File: config.mk
export PLATFORM = sky130hd
export DESIGN_NAME = q2e_sqrt_stage
export DESIGN_NICKNAME = d
export VERILOG_FILES = /design/src/rtl/core/q2e_pkg.sv /design/src/rtl/core/q2e_sqrt_stage.sv
export SDC_FILE = /design/constraint.sdc
export NUM_CORES = 1
export LEC_CHECK = 0
export BUFFER_PORTS_ARGS = -buffer_cell sky130_fd_sc_hd__buf_2
export CAP_MARGIN = 25
export CORE_ASPECT_RATIO = 0.9
export CORE_MARGIN = 4
export CORE_UTILIZATION = 35
export DETAILED_ROUTE_END_ITERATION = 10
export PLACE_DENSITY_LB_ADDON = 0.2
export SYNTH_ARGS = -nofsm -noshare
export SYNTH_HDL_FRONTEND = slang
export SYNTH_SLANG_ARGS = --single-unit
File: constraint.sdc
create_clock -name clk -period 0.8 [get_ports clk]
set_input_delay 0.08 -clock clk [delete_from_list [all_inputs] [get_ports clk]]
set_output_delay 0.08 -clock clk [all_outputs]
set_load 0.005 [all_outputs]
File: src/rtl/core/q2e_pkg.sv
// Shared types, constants and table functions for the quaternion to Euler converter.
`timescale 1ns / 1ps
package q2e_pkg;

    localparam int ANGLE_BITS    = 16;
    localparam int CORDIC_STAGES = 16;
    localparam int SQRT_STAGES   = 29;
    localparam int SW            = 34;
    localparam int VW            = 37;
    localparam int NW            = 57;
    localparam int RW            = 58;

    localparam logic [31:0] QMASK = ~((32'd1 << (32 - ANGLE_BITS)) - 32'd1);
    localparam logic signed [SW-1:0] ONE = 34'sd268435456;
    localparam logic [NW-1:0] ONE_SQ = 57'd1 << 56;
    localparam logic signed [15:0] HALF_PI = 16'sd16384;

    typedef struct packed {
        logic signed [SW-1:0] sr;
        logic signed [SW-1:0] cr;
        logic signed [SW-1:0] sp;
        logic signed [SW-1:0] sy;
        logic signed [SW-1:0] cy;
        logic                 clamp;
    } q2e_side_t;

    typedef struct packed {
        logic [NW-1:0] n;
        logic [RW-1:0] r;
    } q2e_sq_t;

    typedef struct packed {
        logic signed [VW-1:0] x;
        logic signed [VW-1:0] y;
        logic [31:0]          z;
        logic                 zero;
    } q2e_vec_t;

    typedef q2e_vec_t [2:0] q2e_trio_t;

    typedef struct packed {
        logic clamp;
        logic sp_pos;
    } q2e_tag_t;

    function automatic logic [31:0] atan_step(input logic [4:0] s);
        logic [31:0] v;
        case (s)
            5'd0:  v = 32'h20000000;
            5'd1:  v = 32'h12E4051E;
            5'd2:  v = 32'h09FB385B;
            5'd3:  v = 32'h051111D4;
            5'd4:  v = 32'h028B0D43;
            5'd5:  v = 32'h0145D7E1;
            5'd6:  v = 32'h00A2F61E;
            5'd7:  v = 32'h00517C55;
            5'd8:  v = 32'h0028BE53;
            5'd9:  v = 32'h00145F2F;
            5'd10: v = 32'h000A2F98;
            5'd11: v = 32'h000517CC;
            5'd12: v = 32'h00028BE6;
            5'd13: v = 32'h000145F3;
            5'd14: v = 32'h0000A2FA;
            5'd15: v = 32'h0000517D;
            5'd16: v = 32'h000028BE;
            5'd17: v = 32'h0000145F;
            5'd18: v = 32'h00000A30;
            5'd19: v = 32'h00000518;
            5'd20: v = 32'h0000028C;
            5'd21: v = 32'h00000146;
            5'd22: v = 32'h000000A3;
            5'd23: v = 32'h00000051;
            5'd24: v = 32'h00000029;
            5'd25: v = 32'h00000014;
            5'd26: v = 32'h0000000A;
            5'd27: v = 32'h00000005;
            5'd28: v = 32'h00000003;
            5'd29: v = 32'h00000001;
            5'd30: v = 32'h00000001;
            default: v = 32'h00000000;
        endcase
        return v & QMASK;
    endfunction

    // Turn a left half-plane vector by pi so the rotations only refine it
    function automatic q2e_vec_t pre_rotate(input logic signed [SW-1:0] y,
                                            input logic signed [SW-1:0] x);
        q2e_vec_t v;
        v.zero = (x == '0) && (y == '0);
        if (x[SW-1])
        begin
            v.x = -VW'(x);
            v.y = -VW'(y);
            v.z = 32'h80000000 & QMASK;
        end
        else
        begin
            v.x = VW'(x);
            v.y = VW'(y);
            v.z = 32'd0;
        end
        return v;
    endfunction

endpackage

File: src/rtl/core/q2e_sqrt_stage.sv
// One digit stage of the pipelined integer square root.
`timescale 1ns / 1ps
module q2e_sqrt_stage (
    input  logic                    clk,
    input  logic                    rst_n,
    input  logic                    en,
    input  logic [4:0]              k,
    input  logic                    in_valid,
    input  q2e_pkg::q2e_sq_t        in_sq,
    input  q2e_pkg::q2e_side_t      in_side,
    output logic                    out_valid,
    output q2e_pkg::q2e_sq_t        out_sq,
    output q2e_pkg::q2e_side_t      out_side
);
    import q2e_pkg::*;

    logic valid_reg;
    q2e_sq_t sq_reg, sq_next;
    q2e_side_t side_reg;
    logic [RW-1:0] bitv, trial;

    always_comb
    begin
        bitv  = RW'(1) << {k, 1'b0};
        trial = in_sq.r + bitv;
        if ({1'b0, in_sq.n} >= trial)
        begin
            sq_next.n = in_sq.n - trial[NW-1:0];
            sq_next.r = (in_sq.r >> 1) + bitv;
        end
        else
        begin
            sq_next.n = in_sq.n;
            sq_next.r = in_sq.r >> 1;
        end
    end

    always_ff @(posedge clk or negedge rst_n)
    begin
        if (!rst_n)
            valid_reg <= 1'b0;
        else if (en)
            valid_reg <= in_valid;
    end

    always_ff @(posedge clk)
    begin
        if (en)
        begin
            sq_reg   <= sq_next;
            side_reg <= in_side;
        end
    end

    assign out_valid = valid_reg;
    assign out_sq    = sq_reg;
    assign out_side  = side_reg;

endmodule

; ---- After elaboration in Yosys (flattened, before gate mapping)
; Cells that the tools add are included.
[totals]
inputBits = 295
reg_bits = 287
memories = 0
word_cells = 16
mem_bits_ro = 0
ramBits = 0
output_inout_bits = 287
latch_bits = 0
[op_classes]
n_mul = 0
n_reduce_logical = 0
n_shift = 1
n_eq_ne = 0
n_div = 0
magnitude_cmp = 1
bitwise_logic = 0
addsub = 3
n_mux = 1
[op_table]
columns = cell, n
row1 = $mux W115, 1
row2 = $add A57 B58 Y58, 1
row3 = $add A58 B58 Y58, 1
row4 = $ge A57 B58 Y1, 1
row5 = $shl A1 B6 Y58 const A, 1
row6 = $sub A57 B57 Y57, 1

; ---- Logic depth before layout (Yosys ltp)
; Gate-level depths: netlist of run 1.
[logic_depth]
word_depth = 4
depth_mapped = 31

; ---- Worst setup path after synthesis of run 1
; Ideal clock, no wire load.
[synth_path]
path_kind = input-to-reg
start = input k[2]
end = register sq_reg (netlist bit out_sq[99]) (data pin)
setup_ps = 262
stages = 30
path_buffers = 6
slack_ps = -5349
t_arrival_ps = 5887
required_ps = 538
cell_sequence = clkbuf_1 -> or2_1 -> clkbuf_1 -> buf_2 -> nor2_1 -> ha_1 -> ha_1 -> a31oi_1 -> o21ai_0 -> a31oi_1 -> nand2b_1 -> o21ai_0 -> a21oi_1 -> o41ai_1 -> a41oi_1 -> xor2_1 -> ha_1 -> clkbuf_1 -> nand3_1 -> or3_1 -> a211oi_2 -> nor2_1 -> o31a_1 -> o31a_1 -> o31ai_2 -> o211ai_2 -> buf_6 -> buf_2 -> a311oi_1 -> a21oi_1
[synth_rtl]
columns = element, line_no
row1 = from (decl), q2e_sqrt_stage.sv:7  ; input logic [4:0] k,
row2 = to (signal assigned), q2e_sqrt_stage.sv:50  ; sq_reg <= sq_next;
row3 = to (decl), q2e_sqrt_stage.sv:18  ; q2e_sq_t sq_reg, sq_next;

==> flow_summary.yaml, run 1 <==
place:
  placed_area_mm2: 0.0266
  port-buffer-count: 581
  pre_cts_slack_ns: -5.17
  placed_cells_incl_taps: 3592
  gp_congestion: 0.954
  hpwl_um: 62500
synthesis:
  synth_seq_cells: 287
  yosys.area.top_type: "edfxtp_1"
  synth_ff_type: "edfxtp_1"
  synthDistinctLibCells: 82
  synthesis.nets: 2127
  netlist_top_cells_area: "edfxtp_1, ha_1, xnor2_1, nand2_1, o21ai_0"
  netlist.area_leader.share_pct: 48.4
  synthArstFlopShare_pct: 0.348
  synth.avg_cell_area_um2: 10.2
  synthCells: 1734
  synth_edf_count: 286
  synth_area_mm2: 0.0177
  yosysWarnings: 0
  ys_seq_area_share_pct: 48.5
worst_setup_path:
  cp_max_fo: 5
  timing.rr.start: "out_valid$_DFFE_PN0P_"
  reg2reg_slack_ns: 0.07
  crit_buf_inv: 3
  critical_path.top_delay_family: "simple AND/OR/NAND/NOR gates"
  slowest_delay_ns: 0.55
  slowest_stage: "or4_4"
  critPathRequiredTime_ns: 1.18
  path_class: "primary input to flip-flop"
  cp_data_arrival_time_ns: 5.53
  start_kind: "primary input"
  cp_cell_sequence: "buf_6 -> or3_4 -> nor2_4 -> ha_4 -> and2_4 -> nor3b_2 -> o211ai_1 -> nand3b_1 -> and2_4 -> xnor2_1 -> ha_1 -> nand2_1 -> or4_4 -> a221o_1 -> a211oi_4 -> nor2_2 -> o31a_1 -> o31a_1 -> o31ai_2 -> o211ai_4 -> buf_12 -> buf_16 -> mux2_4"
  end_kind: "flip-flop"
  rr_endpoint: "out_valid$_DFFE_PN0P_"
  r2r_cells: 1
clock_tree:
  clk_latency_ns: 0.58
  root_buffer: "clkbuf_16"
  clk_pin_slew_worst_paths_ns: 0.07
  numCtsBuffers: 31
  cts_tree: "done"
  clock-sinks: 287
  cts_buffer_depth: 3
  htree_levels: 1
floorplan:
  ioPinCount: 582
  die_x_um: 245
  row_count: 78
  initial_core_util_pct: 35.3
  die_height_um: 222
  dieArea_mm2: 0.0544
  core_area_mm2: 0.0503
layout:
  layout_commonest_cell: "buf_4"
  drive_gt1_share_pct: 45.7
  finish.net_count: 3665
  fin_area_mm2: 0.0319
  final_util_pct: 63.5
  stdcell_count: 3985
  area_growth_pct: 79.8
  final_cell_mix: "buf_4, buf_2, edfxtp_1"
routing:
  drc: 0
  dr.pass1.iters: 7
  postRouteAntennaNets: 0
  drtIter0Drc: 1571
  avgViaCountPerCell: 5.06
  wire_per_inst_um: 21.0
  totalWireLength_um: 83800
  vias: 20200
global_routing:
  antenna_found_initial: 14
  grt_max_degree: 54
  overflow: 0
  first_global_vias: 20700
  grt_pass1_wl_um: 124000
  grtUsageTotal_pct: 29.2
outcome:
  status: "finished, violations left"
  violations: "setup timing"
power_and_ir_drop:
  p_leak_nw: 14.3
  ir_drop_v: 0.00161
  cellPowerDensity_mw_per_mm2: 1500
sta:
  max_freq_ghz: 0.194
  finalCritPeriodShare_pct: 644
  finalHoldViolations: 0
  grt_setup_unrepaired: "true"
  worst_slew_pin_slew_ns: 0.508
  fin_ws_ns: -4.35
  period_needed_ns: 5.15
  skew_ns: 0
  drv_slew: 0
  finalSetupViolations: 435
  fin_worst_hold_slack_ns: 0.0289
  slew-limit-headroom_pct: 65.9
worst_hold_path:
  min_to: "out_sq[110]$_DFFE_PP_"
  hp-start: "en"
  hold_path.class: "primary input to flip-flop"
  min_path_cells: 3
flow_run:
  maxCapViolCount: 0
-- cells by family (layout without fill, tap and decap cells) --
family | after synthesis | count (layout) | share of synthesized area [%]
other | 0 | 9 | 0
flip-flops | 287 | 287 | 48.5
XOR/XNOR | 171 | 171 | 8.44
buffers and inverters | 121 | 1683 | 2.75
AND/OR/NAND/NOR | 550 | 550 | 14.6
multiplexers | 6 | 6 | 0.374
AO/OA/AOI/OAI | 499 | 499 | 18.2
adder cells (fa/ha/maj) | 100 | 100 | 7.07
-- repair_timing --
| action | CTS | global route |
|---|---|---|
| hold endpoints to repair | 290 | 0 |
| pin swaps | 50 | 17 |
| gates resized for setup | 236 | 30 |
| hold buffers | 284 | 0 |
| gates cloned | 8 | 1 |
| setup buffers | 31 | 4 |
| setup endpoints to repair | 402 | 435 |
-- layer usage --
| metal | vias to the layer above | GRT usage (%) | part of all wire (%) |
|---|---|---|---|
| met5 | - | 0 | 0.089 |
| met4 | 10 | 12.7 | 5.2 |
| met3 | 205 | 4.15 | 6.1 |
| met2 | 788 | 50.0 | 47 |
| met1 | 9561 | 36.8 | 41 |
| li1 | 9587 | - | - |
-- synth_stat cells, types with 20 or more instances --
master	instances
nand3_1	36
nor2b_1	25
xnor2_1	94
nand2b_1	20
o21ai_0	138
a31oi_1	44
nand2_1	186
nand4_1	20
o21bai_1	24
xor2_1	77
nor3_1	43
a21o_1	38
edfxtp_1	286
a21oi_1	98
nor2_1	133
inv_1	46
ha_1	97
clkbuf_1	57
-- sequential cells by signal (all words and copies together) (netlist names) --
signal     flops
out_side     171
out_valid      1
out_sq       115
-- area by class of cell --
cell class	instances	area (um^2)
Antenna cell	9	22.5
Sequential cell	287	8610
Fill cell	4119	18400
Clock inverter	20	213
Multi-Input combinational cell	1326	9490
Clock buffer	37	798
Tap cell	680	851
Timing Repair Buffer	1579	11700
Inverter	47	176
-- stage by stage --
stage | TNS [ns] | total power [W]
finish | -604.89 | 0.0479
detailed placement | -594.52 | 0.0307
floorplan | -540.17 | 0.0235
global placement | -588.05 | 0.0306
CTS | -590.06 | 0.0478
global route | -632.50 | 0.0499
-- power breakdown --
group / internal [W] / switching, W
clock network: 0.00839 / 0.00637
logic: 0.00747 / 0.00701
registers: 0.0181 / 0.000495
-- worst max path at each step --
stage / cells past startpoint / endpoint / from / slack [ns]
finish: 23 / out_sq[0]$_DFFE_PP_ / k[4] / -4.35
global placement: 25 / out_sq[10]$_DFFE_PP_ / k[0] / -5.09
CTS: 28 / out_sq[25]$_DFFE_PP_ / k[3] / -4.17
detailed placement: 25 / out_sq[59]$_DFFE_PP_ / k[4] / -5.17
global route: 30 / out_sq[13]$_DFFE_PP_ / k[4] / -4.50
floorplan: 30 / out_sq[99]$_DFFE_PP_ / k[1] / -4.82
No activity file was read; power rests on OpenSTA's default activity.
==> run 2: changes to the inputs <==
Settings changed: CORE_AREA set to 4 4 224 226, CORE_ASPECT_RATIO 0.9 to unset, CORE_MARGIN 4 to unset, CORE_UTILIZATION 35 to unset, DIE_AREA set to 0 0 228 230.
Clock period 0.8 ns to 6.67 ns, I/O delays scaled along.
==> run 2 against run 1 <==
Against the previous run:
- the run now ends clean
- critical path depth rose by 2
- utilization fell by 16 points
- sequential power down 88%
- clock skew unchanged
- global-route usage shrank 4.2 points
- sequential cell count stayed put
- wire length fell by 17%
- via count fell by 20%
- critical endpoint is now out_sq[13]$_DFFE_PP_
- largest cell class is now multi-input combinational cells
==> flow_summary.yaml, run 2 (same netlist as run 1, synthesis figures left out) <==
clock_tree:
  cts_tree: "done"
  htree_levels: 2
  cts_buffer_depth: 3
  root_buffer: "clkbuf_16"
  numCtsBuffers: 35
  post-cts-setup-buffer-count: 0
  clk_pin_slew_worst_paths_ns: 0.05
  clk_latency_ns: 0.54
  clock-sinks: 287
layout:
  drive_gt1_share_pct: 31.8
  finish.net_count: 2760
  layout_commonest_cell: "buf_2"
  largest_reg_flops: 171
  fill_cells: 4638
  final_util_pct: 47.6
  area_growth_pct: 29.7
  final_cell_mix: "buf_2, edfxtp_1, nand2_1"
floorplan:
  row_count: 81
  initial_core_util_pct: 36.7
  die_x_um: 228
  die_height_um: 230
  ioPinCount: 582
  core_area_mm2: 0.0483
  dieArea_mm2: 0.0524
power_and_ir_drop:
  p_leak_nw: 9.70
  switching_share_pct: 27.8
  pwr-share-clk_pct: 36.8
  p_sw_w: 0.00147
  power_frac_comb_pct: 21.1
  ir_drop_v: 0.000147
  p_seq_share_pct: 42.1
  internal-power_w: 0.00382
  cellPowerDensity_mw_per_mm2: 230
place:
  hpwl_um: 56800
  port-buffer-count: 581
  gp_congestion: 0.949
  pre_cts_slack_ns: -0.0498
global_routing:
  antenna_found_initial: 14
  grt_pass1_wl_um: 100000
  overflow: 0
  first_global_vias: 15500
  grt_max_degree: 130
  grtUsageTotal_pct: 25.0
sta:
  finalCritPeriodShare_pct: 93.2
  finalHoldViolations: 0
  max_freq_ghz: 0.161
  worst_slew_pin_slew_ns: 1.11
  finalSetupViolations: 0
  fin_ws_ns: 0.455
  grt_setup_unrepaired: "false"
  fin_worst_hold_slack_ns: 0.297
  skew_ns: 0
  slew-limit-headroom_pct: 26.1
  drv_slew: 0
  period_needed_ns: 6.22
routing:
  totalWireLength_um: 69300
  drtIter0Drc: 1139
  avgViaCountPerCell: 5.33
  drc: 0
  postRouteAntennaNets: 0
  wire_per_inst_um: 22.9
  dr.pass1.iters: 5
  vias: 16100
worst_setup_path:
  cp_max_fo: 71
  cp_data_arrival_time_ns: 6.49
  end_kind: "flip-flop"
  start_kind: "primary input"
  critPathRequiredTime_ns: 6.95
  path_class: "primary input to flip-flop"
flow_run:
  maxCapViolCount: 0
outcome:
  status: "finished clean"
worst_hold_path:
  hold_path.class: "primary input to flip-flop"
## run 2: worst paths after layout
check                           slack, ns                      end                   from  cells past startpoint
worst max register to register       5.93    out_valid$_DFFE_PN0P_  out_valid$_DFFE_PN0P_                      1
worst min-delay path                 0.30  out_side[164]$_DFFE_PP_           in_side[164]                      1
worst min register to register       0.51    out_valid$_DFFE_PN0P_  out_valid$_DFFE_PN0P_                      1
min in group asynchronous            0.42    out_valid$_DFFE_PN0P_                  rst_n                      2
max in group asynchronous            6.17    out_valid$_DFFE_PN0P_                  rst_n                      2
worst max-delay path                 0.45     out_sq[13]$_DFFE_PP_                   k[0]                     25
## run 2: layout make-up
type | instances | area [um^2] | share of cell area [%]
multi-input cells | 1326 | 8660 | 37.6
repair buffers | 670 | 3630 | 15.8
flip-flops and latches | 287 | 8610 | 37.4
diodes | 4 | 10.0 | 0.0435
inverters | 47 | 176 | 0.766
well taps | 622 | 778 | 3.38
clock inverters | 20 | 231 | 1.01
clock buffers | 42 | 923 | 4.01
## run 2: worst max-delay path, stage by stage
cell      delay, ns
buf_2          0.11
buf_4          0.20
or3b_2         0.53
nor2_1         0.21
ha_1           0.34
a31o_2         0.27
a31oi_1        0.17
o21bai_1       0.08
a211oi_1       0.29
o21ai_1        0.19
o31a_1         0.32
a31oi_1        0.33
o21ai_0        0.21
ha_1           0.33
and3_1         0.18
nand3_1        0.13
or3_1          0.40
nor4_1         0.38
buf_4          0.18
nor4_1         0.05
o31ai_2        0.09
o211ai_4       0.18
buf_12         0.23
nand3b_1       0.22
xnor2_1        0.15
## run 2: through the flow
step | area (um^2) | power, W | setup TNS [ns] | instances
finish | 23000 | 0.00529 | 0 | 3018
global route | 23000 | 0.00554 | 0 | 3017
CTS | 23000 | 0.00535 | 0 | 3014
detailed placement | 21800 | 0.00338 | -0.140 | 2951
global placement | 21800 | 0.00337 | 0 | 2951
floorplan | 17800 | 0.00280 | 0 | 1734
## run 2: per-layer routing
layer	vias up	wire length [um]	global-route usage (%)	part of all wire, %
li1	7739	-	-	-
met1	7671	28500	31.5	41
met2	568	34800	44.4	50
met3	96	4090	4.87	5.9
met4	12	1780	6.16	2.6
met5	-	77	0	0.11
## run 2: what timing repair did
action | in CTS | in global routing
endpoints found under the hold margin | 1 | 0
resized for setup | 0 | 1
endpoints found under the setup margin | 0 | 13
hold buffers | 1 | 0
## run 2: power groups by stage
| stage | Combinational, W | Sequential (W) | Clock [W] |
|---|---|---|---|
| after CTS | 0.00112 | 0.00223 | 0.00201 |
| after global placement | 0.00111 | 0.00226 | 0 |
| final | 0.00112 | 0.00222 | 0.00195 |
| after detailed placement | 0.00112 | 0.00226 | 0 |
| after floorplan | 0.000525 | 0.00228 | 0 |
| after global routing | 0.00122 | 0.00224 | 0.00208 |
